[src/sv/imad_pkg.sv]
// ----------------------------------------------------------------------------
// imad_pkg: shared types and constants of the IMU motion alert detector
// Holds the item structures, the configuration set, register indexes, reason
// codes and the front-end sequencer states.
// ----------------------------------------------------------------------------
package imad_pkg;

  // Number of sensor sides tracked; the side field spans exactly this range.
  localparam int NUM_SIDES = 2;

  // Depth of the queue between the front and back parts.
  localparam int QDEPTH  = 2;
  localparam int QIDX_W  = $clog2(QDEPTH);
  localparam int QCNT_W  = $clog2(QDEPTH + 1);

  // Configuration register indexes.
  typedef enum logic [2:0] {
    CFG_GYRO_THR  = 3'd0,
    CFG_ACCEL_THR = 3'd1,
    CFG_GRAVITY   = 3'd2,
    CFG_DEBOUNCE  = 3'd3,
    CFG_COOLDOWN  = 3'd4,
    CFG_MIN_ALERT = 3'd5
  } cfg_idx_e;

  localparam logic [15:0] RST_GYRO_THR  = 16'd1638;
  localparam logic [15:0] RST_ACCEL_THR = 16'd2048;
  localparam logic [15:0] RST_GRAVITY   = 16'd2511;
  localparam logic [15:0] RST_DEBOUNCE  = 16'd50;
  localparam logic [15:0] RST_COOLDOWN  = 16'd100;
  localparam logic [15:0] RST_MIN_ALERT = 16'd500;

  // Event reason codes.
  typedef enum logic [2:0] {
    RSN_NONE      = 3'd0,
    RSN_ACCEL     = 3'd1,
    RSN_GYRO      = 3'd2,
    RSN_BOTH      = 3'd3,
    RSN_RECOVERED = 3'd4
  } reason_e;

  // Front-end sequencer states.
  typedef enum logic [2:0] {
    FR_IDLE,
    FR_SQ,
    FR_ROOT,
    FR_CMP,
    FR_PUSH
  } front_state_e;

  typedef struct packed {
    logic [15:0] gyro_threshold;
    logic [15:0] accel_threshold;
    logic [15:0] gravity_level;
    logic [15:0] debounce_ms;
    logic [15:0] cooldown_ms;
    logic [15:0] min_alert_ms;
  } cfg_t;

  typedef struct packed {
    logic               side;
    logic [31:0]        time_ms;
    logic signed [15:0] gyro_x;
    logic signed [15:0] gyro_y;
    logic signed [15:0] gyro_z;
    logic signed [15:0] accel_x;
    logic signed [15:0] accel_y;
    logic signed [15:0] accel_z;
  } in_item_t;

  typedef struct packed {
    logic        event_side;
    logic        alert_on;
    logic [2:0]  reason;
    logic [15:0] gyro_magnitude;
    logic [15:0] accel_excess;
    logic [31:0] event_time_ms;
  } out_item_t;

  // Classified sample handed from the front to the back part.
  typedef struct packed {
    logic        side;
    logic [31:0] time_ms;
    logic [15:0] gyro_magnitude;
    logic [15:0] accel_excess;
    logic        over_g;
    logic        over_a;
  } cls_item_t;

  // Queue status seen by the producer, the consumer and the checks.
  typedef struct packed {
    logic              full;
    logic              empty;
    logic [QCNT_W-1:0] count;
  } q_status_t;

endpackage

[src/sv/imad_front.sv]
// ----------------------------------------------------------------------------
// imad_front: sample intake and classification
// Squares the six axes on one shared multiplier, takes both floor square roots
// two bits a step, compares against the limits and queues the classified item.
// ----------------------------------------------------------------------------
module imad_front (
  input  logic                 clk_i,
  input  logic                 rst_ni,
  input  imad_pkg::cfg_t       cfg_i,
  input  logic                 in_valid_i,
  output logic                 in_ready_o,
  input  imad_pkg::in_item_t   in_item_i,
  input  imad_pkg::q_status_t  q_status_i,
  output logic                 push_o,
  output imad_pkg::cls_item_t  push_item_o
);
  import imad_pkg::*;

  front_state_e state_q, state_d;
  logic [3:0]   cnt_q;
  in_item_t     item_q;
  logic [31:0]  acc_g_q, acc_a_q;
  logic [19:0]  rem_g_q, rem_a_q;
  logic [15:0]  root_g_q, root_a_q;
  cls_item_t    cls_q;

  logic signed [15:0] axis;
  logic signed [16:0] axis_x;
  logic [16:0]        axis_abs;
  logic [33:0]        axis_sq;
  logic [19:0]        remsh_g, remsh_a, trial_g, trial_a;
  logic [16:0]        exc_pos, exc_neg;
  logic [15:0]        excess;

  // Next-state logic of the sequencer.
  always_comb begin
    state_d = state_q;
    case (state_q)
      FR_IDLE: if (in_valid_i) state_d = FR_SQ;
      FR_SQ:   if (cnt_q == 4'd5) state_d = FR_ROOT;
      FR_ROOT: if (cnt_q == 4'd15) state_d = FR_CMP;
      FR_CMP:  state_d = FR_PUSH;
      FR_PUSH: if (!q_status_i.full) state_d = FR_IDLE;
      default: state_d = FR_IDLE;
    endcase
  end

  // Handshake outputs of the sequencer.
  always_comb begin
    in_ready_o  = (state_q == FR_IDLE);
    push_o      = (state_q == FR_PUSH) && !q_status_i.full;
    push_item_o = cls_q;
  end

  // Axis select and square of its magnitude.
  always_comb begin
    case (cnt_q)
      4'd0:    axis = item_q.gyro_x;
      4'd1:    axis = item_q.gyro_y;
      4'd2:    axis = item_q.gyro_z;
      4'd3:    axis = item_q.accel_x;
      4'd4:    axis = item_q.accel_y;
      default: axis = item_q.accel_z;
    endcase
    axis_x   = {axis[15], axis};
    axis_abs = axis_x[16] ? 17'(-axis_x) : 17'(axis_x);
    axis_sq  = axis_abs * axis_abs;
  end

  // One digit step of each square root: bring down two radicand bits.
  always_comb begin
    remsh_g = {rem_g_q[17:0], acc_g_q[31:30]};
    remsh_a = {rem_a_q[17:0], acc_a_q[31:30]};
    trial_g = {2'b00, root_g_q, 2'b01};
    trial_a = {2'b00, root_a_q, 2'b01};
  end

  // Distance of the accel magnitude from the gravity reference.
  always_comb begin
    exc_pos = {1'b0, root_a_q} - {1'b0, cfg_i.gravity_level};
    exc_neg = {1'b0, cfg_i.gravity_level} - {1'b0, root_a_q};
    excess  = exc_pos[16] ? exc_neg[15:0] : exc_pos[15:0];
  end

  // Sequencer state and step counter.
  always_ff @(posedge clk_i or negedge rst_ni) begin
    if (!rst_ni) begin
      state_q <= FR_IDLE;
      cnt_q   <= '0;
    end else begin
      state_q <= state_d;
      if (state_q != state_d) cnt_q <= '0;
      else                    cnt_q <= cnt_q + 4'd1;
    end
  end

  // Datapath registers.
  always_ff @(posedge clk_i) begin
    case (state_q)
      FR_IDLE: begin
        item_q  <= in_item_i;
        acc_g_q <= '0;
        acc_a_q <= '0;
      end
      FR_SQ: begin
        if (cnt_q < 4'd3) acc_g_q <= acc_g_q + axis_sq[31:0];
        else              acc_a_q <= acc_a_q + axis_sq[31:0];
        rem_g_q  <= '0;
        rem_a_q  <= '0;
        root_g_q <= '0;
        root_a_q <= '0;
      end
      FR_ROOT: begin
        acc_g_q <= {acc_g_q[29:0], 2'b00};
        acc_a_q <= {acc_a_q[29:0], 2'b00};
        if (remsh_g >= trial_g) begin
          rem_g_q  <= remsh_g - trial_g;
          root_g_q <= {root_g_q[14:0], 1'b1};
        end else begin
          rem_g_q  <= remsh_g;
          root_g_q <= {root_g_q[14:0], 1'b0};
        end
        if (remsh_a >= trial_a) begin
          rem_a_q  <= remsh_a - trial_a;
          root_a_q <= {root_a_q[14:0], 1'b1};
        end else begin
          rem_a_q  <= remsh_a;
          root_a_q <= {root_a_q[14:0], 1'b0};
        end
      end
      FR_CMP: begin
        cls_q.side           <= item_q.side;
        cls_q.time_ms        <= item_q.time_ms;
        cls_q.gyro_magnitude <= root_g_q;
        cls_q.accel_excess   <= excess;
        cls_q.over_g         <= (root_g_q >= cfg_i.gyro_threshold);
        cls_q.over_a         <= (excess >= cfg_i.accel_threshold);
      end
      default: begin
      end
    endcase
  end

endmodule

[src/sv/imad_fifo.sv]
// ----------------------------------------------------------------------------
// imad_fifo: classified-item queue
// A small register queue that lets the front and back parts stall apart.
// ----------------------------------------------------------------------------
module imad_fifo (
  input  logic                 clk_i,
  input  logic                 rst_ni,
  input  logic                 push_i,
  input  imad_pkg::cls_item_t  push_item_i,
  input  logic                 pop_i,
  output imad_pkg::cls_item_t  pop_item_o,
  output imad_pkg::q_status_t  status_o
);
  import imad_pkg::*;

  cls_item_t         mem_q [QDEPTH];
  logic [QIDX_W-1:0] wptr_q, rptr_q;
  logic [QCNT_W-1:0] cnt_q;

  // Status and head of the queue.
  always_comb begin
    status_o.count = cnt_q;
    status_o.full  = (cnt_q == QCNT_W'(QDEPTH));
    status_o.empty = (cnt_q == '0);
    pop_item_o     = mem_q[rptr_q];
  end

  // Pointers and fill count.
  always_ff @(posedge clk_i or negedge rst_ni) begin
    if (!rst_ni) begin
      wptr_q <= '0;
      rptr_q <= '0;
      cnt_q  <= '0;
    end else begin
      if (push_i) wptr_q <= (wptr_q == QIDX_W'(QDEPTH - 1)) ? '0 : wptr_q + 1'b1;
      if (pop_i)  rptr_q <= (rptr_q == QIDX_W'(QDEPTH - 1)) ? '0 : rptr_q + 1'b1;
      if (push_i && !pop_i)      cnt_q <= cnt_q + 1'b1;
      else if (pop_i && !push_i) cnt_q <= cnt_q - 1'b1;
    end
  end

  // Storage.
  always_ff @(posedge clk_i) begin
    if (push_i) mem_q[wptr_q] <= push_item_i;
  end

endmodule

[src/sv/imad_back.sv]
// ----------------------------------------------------------------------------
// imad_back: per-side alert tracking
// Takes classified items from the queue, runs the debounce, cooldown and
// minimum-duration rules for each side and registers any event produced.
// ----------------------------------------------------------------------------
module imad_back (
  input  logic                 clk_i,
  input  logic                 rst_ni,
  input  imad_pkg::cfg_t       cfg_i,
  input  imad_pkg::q_status_t  q_status_i,
  input  imad_pkg::cls_item_t  q_item_i,
  output logic                 pop_o,
  output logic                 out_valid_o,
  input  logic                 out_ready_i,
  output imad_pkg::out_item_t  out_item_o
);
  import imad_pkg::*;

  logic        act_q [NUM_SIDES];
  logic        osv_q [NUM_SIDES];
  logic [31:0] ost_q [NUM_SIDES];
  logic        tv_q  [NUM_SIDES];
  logic [31:0] tt_q  [NUM_SIDES];

  logic        out_valid_q;
  out_item_t   out_q;

  logic        over, activate, clear;
  logic [31:0] ost_new, d_over, d_trans;
  reason_e     reason;

  assign pop_o       = !q_status_i.empty && (!out_valid_q || out_ready_i);
  assign out_valid_o = out_valid_q;
  assign out_item_o  = out_q;

  // Decision for the item at the head of the queue.
  always_comb begin
    over    = q_item_i.over_g || q_item_i.over_a;
    ost_new = osv_q[q_item_i.side] ? ost_q[q_item_i.side] : q_item_i.time_ms;
    d_over  = q_item_i.time_ms - ost_new;
    d_trans = q_item_i.time_ms - tt_q[q_item_i.side];
    if (q_item_i.over_a && q_item_i.over_g) reason = RSN_BOTH;
    else if (q_item_i.over_a)               reason = RSN_ACCEL;
    else                                    reason = RSN_GYRO;
    activate = over && !act_q[q_item_i.side] && (d_over >= 32'(cfg_i.debounce_ms)) &&
               (!tv_q[q_item_i.side] || (d_trans >= 32'(cfg_i.cooldown_ms)));
    clear    = !over && act_q[q_item_i.side] && (d_trans >= 32'(cfg_i.min_alert_ms));
  end

  // Per-side state and output valid.
  always_ff @(posedge clk_i or negedge rst_ni) begin
    if (!rst_ni) begin
      out_valid_q <= 1'b0;
      for (int i = 0; i < NUM_SIDES; i++) begin
        act_q[i] <= 1'b0;
        osv_q[i] <= 1'b0;
        ost_q[i] <= '0;
        tv_q[i]  <= 1'b0;
        tt_q[i]  <= '0;
      end
    end else begin
      if (pop_o) begin
        out_valid_q <= activate || clear;
        osv_q[q_item_i.side] <= over;
        ost_q[q_item_i.side] <= over ? ost_new : '0;
        if (activate || clear) begin
          act_q[q_item_i.side] <= activate;
          tv_q[q_item_i.side]  <= 1'b1;
          tt_q[q_item_i.side]  <= q_item_i.time_ms;
        end
      end else if (out_ready_i) begin
        out_valid_q <= 1'b0;
      end
    end
  end

  // Event payload.
  always_ff @(posedge clk_i) begin
    if (pop_o) begin
      out_q.event_side     <= q_item_i.side;
      out_q.alert_on       <= activate;
      out_q.reason         <= activate ? reason : RSN_RECOVERED;
      out_q.gyro_magnitude <= q_item_i.gyro_magnitude;
      out_q.accel_excess   <= q_item_i.accel_excess;
      out_q.event_time_ms  <= q_item_i.time_ms;
    end
  end

endmodule

[src/sv/imu_motion_alert_detector_top.sv]
// ----------------------------------------------------------------------------
// imu_motion_alert_detector_top: IMU motion alert detector
// Front part classifies samples, a short queue decouples it from the back part
// that tracks alerts per side and emits transition events.
// ----------------------------------------------------------------------------
// Usage:
//   Input channel (in_valid_i / in_ready_o / in_item_i) takes one IMU sample
//   item per handshake. Output channel (out_valid_o / out_ready_i /
//   out_item_o) gives zero or one event item per sample, in sample order.
//   The configuration port writes register cfg_idx_i with cfg_wdata_i on any
//   edge with cfg_we_i high; write only while the block is idle.
//   Each sample passes through the front part in order: it is taken, its six
//   axes are squared on the shared multiplier, sixteen two-bit square root
//   steps follow, it is compared, and it enters the queue. The back part
//   pops a queued item once the output register is free or being read, and
//   registers its event. The front part takes a new sample only after it
//   has queued the previous one, so the front sequencer sets the throughput.
//   When the receiver stalls, the event waits in the output register and the
//   two-entry queue keeps filling; once it is full the front part holds its
//   item and stops taking samples.
//   Reset clears all alert state and restores the default register values.
// ----------------------------------------------------------------------------
module imu_motion_alert_detector_top (
  input  logic                 clk_i,
  input  logic                 rst_ni,
  input  logic                 cfg_we_i,
  input  logic [2:0]           cfg_idx_i,
  input  logic [15:0]          cfg_wdata_i,
  input  logic                 in_valid_i,
  output logic                 in_ready_o,
  input  imad_pkg::in_item_t   in_item_i,
  output logic                 out_valid_o,
  input  logic                 out_ready_i,
  output imad_pkg::out_item_t  out_item_o
);
  import imad_pkg::*;

  cfg_t      cfg_q;
  logic      push, pop;
  cls_item_t push_item, pop_item;
  q_status_t q_status;

  // Configuration registers.
  always_ff @(posedge clk_i or negedge rst_ni) begin
    if (!rst_ni) begin
      cfg_q.gyro_threshold  <= RST_GYRO_THR;
      cfg_q.accel_threshold <= RST_ACCEL_THR;
      cfg_q.gravity_level   <= RST_GRAVITY;
      cfg_q.debounce_ms     <= RST_DEBOUNCE;
      cfg_q.cooldown_ms     <= RST_COOLDOWN;
      cfg_q.min_alert_ms    <= RST_MIN_ALERT;
    end else if (cfg_we_i) begin
      case (cfg_idx_e'(cfg_idx_i))
        CFG_GYRO_THR:  cfg_q.gyro_threshold  <= cfg_wdata_i;
        CFG_ACCEL_THR: cfg_q.accel_threshold <= cfg_wdata_i;
        CFG_GRAVITY:   cfg_q.gravity_level   <= cfg_wdata_i;
        CFG_DEBOUNCE:  cfg_q.debounce_ms     <= cfg_wdata_i;
        CFG_COOLDOWN:  cfg_q.cooldown_ms     <= cfg_wdata_i;
        CFG_MIN_ALERT: cfg_q.min_alert_ms    <= cfg_wdata_i;
        default: begin
        end
      endcase
    end
  end

  imad_front u_front (
    .clk_i       (clk_i),
    .rst_ni      (rst_ni),
    .cfg_i       (cfg_q),
    .in_valid_i  (in_valid_i),
    .in_ready_o  (in_ready_o),
    .in_item_i   (in_item_i),
    .q_status_i  (q_status),
    .push_o      (push),
    .push_item_o (push_item)
  );

  imad_fifo u_fifo (
    .clk_i       (clk_i),
    .rst_ni      (rst_ni),
    .push_i      (push),
    .push_item_i (push_item),
    .pop_i       (pop),
    .pop_item_o  (pop_item),
    .status_o    (q_status)
  );

  imad_back u_back (
    .clk_i       (clk_i),
    .rst_ni      (rst_ni),
    .cfg_i       (cfg_q),
    .q_status_i  (q_status),
    .q_item_i    (pop_item),
    .pop_o       (pop),
    .out_valid_o (out_valid_o),
    .out_ready_i (out_ready_i),
    .out_item_o  (out_item_o)
  );

  // Checks.
  a_q_bound: assert property (@(posedge clk_i) disable iff (!rst_ni)
    q_status.count <= QCNT_W'(QDEPTH))
    else $error("queue count beyond depth");

  a_no_push_full: assert property (@(posedge clk_i) disable iff (!rst_ni)
    push |-> !q_status.full)
    else $error("push into a full queue");

  a_on_reason: assert property (@(posedge clk_i) disable iff (!rst_ni)
    (out_valid_o && out_item_o.alert_on) |->
      (out_item_o.reason == RSN_ACCEL || out_item_o.reason == RSN_GYRO ||
       out_item_o.reason == RSN_BOTH))
    else $error("activation event with a bad reason");

  a_off_reason: assert property (@(posedge clk_i) disable iff (!rst_ni)
    (out_valid_o && !out_item_o.alert_on) |-> (out_item_o.reason == RSN_RECOVERED))
    else $error("clear event without the recovered reason");

endmodule
[config.mk]
export PLATFORM = sky130hd
export DESIGN_NAME = imu_motion_alert_detector_top
export DESIGN_NICKNAME = d
export VERILOG_FILES = /design/src/sv/imad_pkg.sv /design/src/sv/imad_front.sv /design/src/sv/imad_fifo.sv /design/src/sv/imad_back.sv /design/src/sv/imu_motion_alert_detector_top.sv
export SDC_FILE = /design/constraint.sdc
export NUM_CORES = 2
export LEC_CHECK = 0
export BUFFER_PORTS_ARGS = -buffer_cell sky130_fd_sc_hd__buf_4
export CAP_MARGIN = 20
export CORE_MARGIN = 8
export CORE_UTILIZATION = 63
export DETAILED_ROUTE_END_ITERATION = 10
export PLACE_DENSITY = 0.89
export SLEW_MARGIN = 0
export SYNTH_ARGS = -nofsm -noshare
export SYNTH_HDL_FRONTEND = slang
export SYNTH_SLANG_ARGS = --single-unit
[constraint.sdc]
create_clock -name clk_i -period 15.43 [get_ports clk_i]
set_input_delay 1.543 -clock clk_i [delete_from_list [all_inputs] [get_ports clk_i]]
set_output_delay 1.543 -clock clk_i [all_outputs]
set_load 0.005 [all_outputs]
==> results.sh <==
export IMPL_syn2layout_area_growth_pct=12.02
export IMPL_status="complete, no violations"
export IMPL_grt_use_total=0.2740
export IMPL_drt_initial_drc_count=2983
export IMPL_core_area_um2=75570
export IMPL_start_util=0.6342
export IMPL_clock_latency_ps=660
export IMPL_ant_nets=0
export IMPL_clockBufferDepth=3
export IMPL_tightest_slew_ps=1080
export IMPL_clock_sinks=773
export IMPL_ys_ff_latch=773
export IMPL_worstPathMaxFanout=21
export IMPL_min_path_type="reg -> reg"
export IMPL_required_ps=15800
export IMPL_grt_overflow=0
export IMPL_cp_common_cell="fa_1"
export IMPL_report_final_slew_viol_count=0
export IMPL_fillers=4992
export IMPL_drtPass1Iterations=6
export IMPL_cts_resized=0
export IMPL_grt_pass1_wl_mm=188.2
export IMPL_layout_drive_gt1_share=0.1388
export IMPL_cts_hold_buf=0
export IMPL_start_kind="flip-flop"
export IMPL_via_per_inst=6.077
export IMPL_hpwl_mm=82.48
export IMPL_hold_viol=0
export IMPL_vias=34178
export IMPL_async_flop_share=0.3131
export IMPL_grt_max_degree=132
export IMPL_antennaDiodeCount=0
export IMPL_final_nets=5298
export IMPL_synth_area_per_cell_um2=11.07
export IMPL_die_height_um=291.8
export IMPL_ys_warn_count=0
export IMPL_synth_edff_count=531
export IMPL_period_share=0.7832
export IMPL_ys_seq_area_frac=0.4598
export IMPL_setup_viol_count_final=0
export IMPL_synth_cell_types=90
export IMPL_grt_pass1_vias=35433
export IMPL_rows=101
export IMPL_cts_max_level=3
export IMPL_synthCells=4331
export IMPL_drv_cap=0
export IMPL_cts_root_buf="clkbuf_16"
export IMPL_path_class="reg -> reg"
export IMPL_synthesis_area_um2=47930
export IMPL_tns_ps=0
export IMPL_die_area_um2=85160
export IMPL_place_gp_congestion=0.9521
export IMPL_postRouteWirelength_mm=119.2
export IMPL_critPathCaptureType="flip-flop"
export IMPL_clk_pin_slew_worst_paths_ps=60
export IMPL_synth_ff_type="edfxtp_1"
export IMPL_cp_arrival_ps=12450
export IMPL_slew_headroom=0.2803
export IMPL_slowest_stage="xor2_1"
export IMPL_rsz0062_at_grt="no"
export IMPL_cts_tree="yes"
export IMPL_cts_buffers=83
export IMPL_portBuffers=223
export IMPL_clock_fmax_ghz=0.08275
export IMPL_die_x_um=291.8
export IMPL_fin_skew_ps=37.29
export IMPL_max_stage_delay_ps=830
export IMPL_antenna_found_initial=0
export IMPL_postCtsSetupBuffers=0
export IMPL_io_pins=224
export IMPL_fin_crit_ps=12090
export IMPL_wire_per_inst_um=21.20
export IMPL_drc=0
-- worst paths after layout --
path,start,endpoint,slack [ps],cells after the start
setup / recovery,u_front.cnt_q[0],u_front.acc_g_q[31],3340,36
hold / removal,u_front.item_q[113],u_front.push_item_o[51],390,0
setup reg to reg,u_front.cnt_q[0],u_front.acc_g_q[31],3340,36
hold reg to reg,u_front.item_q[113],u_front.push_item_o[51],390,0
max in group asynchronous,rst_ni,u_back.ost_q[45],12860,2
min in group asynchronous,rst_ni,cfg_q[79],940,1
-- kinds of logic (layout without fill, tap and decap cells) --
| family | count (synthesis) | after routing | synth area share |
|---|---|---|---|
| multiplexers | 252 | 252 | 0.06172 |
| AO/OA/AOI/OAI | 879 | 879 | 0.1156 |
| other | 2 | 35 | 0.0001567 |
| flip-flops | 773 | 773 | 0.4598 |
| adder cells (fa/ha/maj) | 569 | 569 | 0.1796 |
| buffers and inverters | 547 | 829 | 0.04425 |
| AND/OR/NAND/NOR | 1113 | 1113 | 0.1030 |
| XOR/XNOR | 196 | 196 | 0.03597 |
-- flip-flops by register name (all words and copies together), names as in the netlist, 4 cells and up --
signal	flops
u_back.tt_q	64
u_back.ost_q	64
u_front.item_q	129
u_back.out_item_o	69
u_front.cnt_q	4
u_front.rem_a_q	18
u_front.acc_g_q	32
u_front.root_a_q	16
u_front.push_item_o	67
u_fifo.mem_q	134
u_front.rem_g_q	18
u_front.root_g_q	16
cfg_q	96
u_front.acc_a_q	32
-- stage by stage --
stage          hold WS [ps]  area (µm²)  cells  utilization  setup WS (ps)
2_1_floorplan         400.3       48050   4364            -           4388
3_3_place_gp          402.1       50860   5467       0.6730           3658
3_5_place_dp          404.5       50860   5467       0.6730           3411
4_1_cts               392.9       53660   5622       0.7101           3301
5_1_grt               417.9       53690   5624       0.7104           2386
6_report              390.1       53690   5624       0.7104           3345
-- metal layers --
layer	wire, µm	track usage
met5	0	0
met1	45270	0.3289
met4	6238	0.1308
met2	58620	0.4724
met3	9105	0.05567
-- cells in the final DEF (no fill, tap or decap), drive strengths merged, types with 23 or more instances in the layout --
cell type	instances
a21o	91
mux2	171
nand2b	46
a211oi	31
xor2	67
clkinv	30
and2	35
buf	262
conb	35
edfxtp	531
xnor2	129
mux2i	81
nor2	253
nand2	549
fa	198
and3	23
clkbuf	111
o21ai	238
a21oi	269
ha	371
nor3	49
inv	417
dfrtp	215
a22oi	32
o21a	33
nand3	36
dfstp	27
nor2b	28
a31oi	29
-- cells in the mapped netlist (all sizes together), types with 35 or more instances --
master / count / area share
xor2: 67 / 0.012
nand3: 36 / 0.0038
fa: 198 / 0.083
nand2b: 46 / 0.0060
nand2: 549 / 0.043
and2: 35 / 0.0046
nor2: 253 / 0.020
ha: 371 / 0.097
mux2: 171 / 0.045
clkbuf: 108 / 0.0085
o21ai: 238 / 0.025
mux2i: 81 / 0.017
dfrtp: 215 / 0.11
edfxtp: 531 / 0.33
a21oi: 269 / 0.029
inv: 412 / 0.032
nor3: 49 / 0.0051
a21o: 91 / 0.014
xnor2: 129 / 0.024
-- worst max-delay path, delay by kind of cell (launching register included) --
kind / cells / cell delay (ps)
xor+xnor: 4 / 1270
simple gates: 8 / 1990
buf+inv: 3 / 290
flops: 1 / 420
compound gates: 12 / 3290
fa+ha+maj: 9 / 4550
-- layout make-up --
class,instances,area (µm²),share of cell area
multi-input cells,3044,24080,0.4484
flip-flops and latches,773,22040,0.4105
clock buffers,111,2275,0.04237
repair buffers,262,1994,0.03715
inverters,412,1548,0.02883
well taps,978,1224,0.02279
clock inverters,44,531.8,0.009905
Power is not shown: default switching activity piles up to over one toggle a cycle in this logic, so the estimate is an artifact.
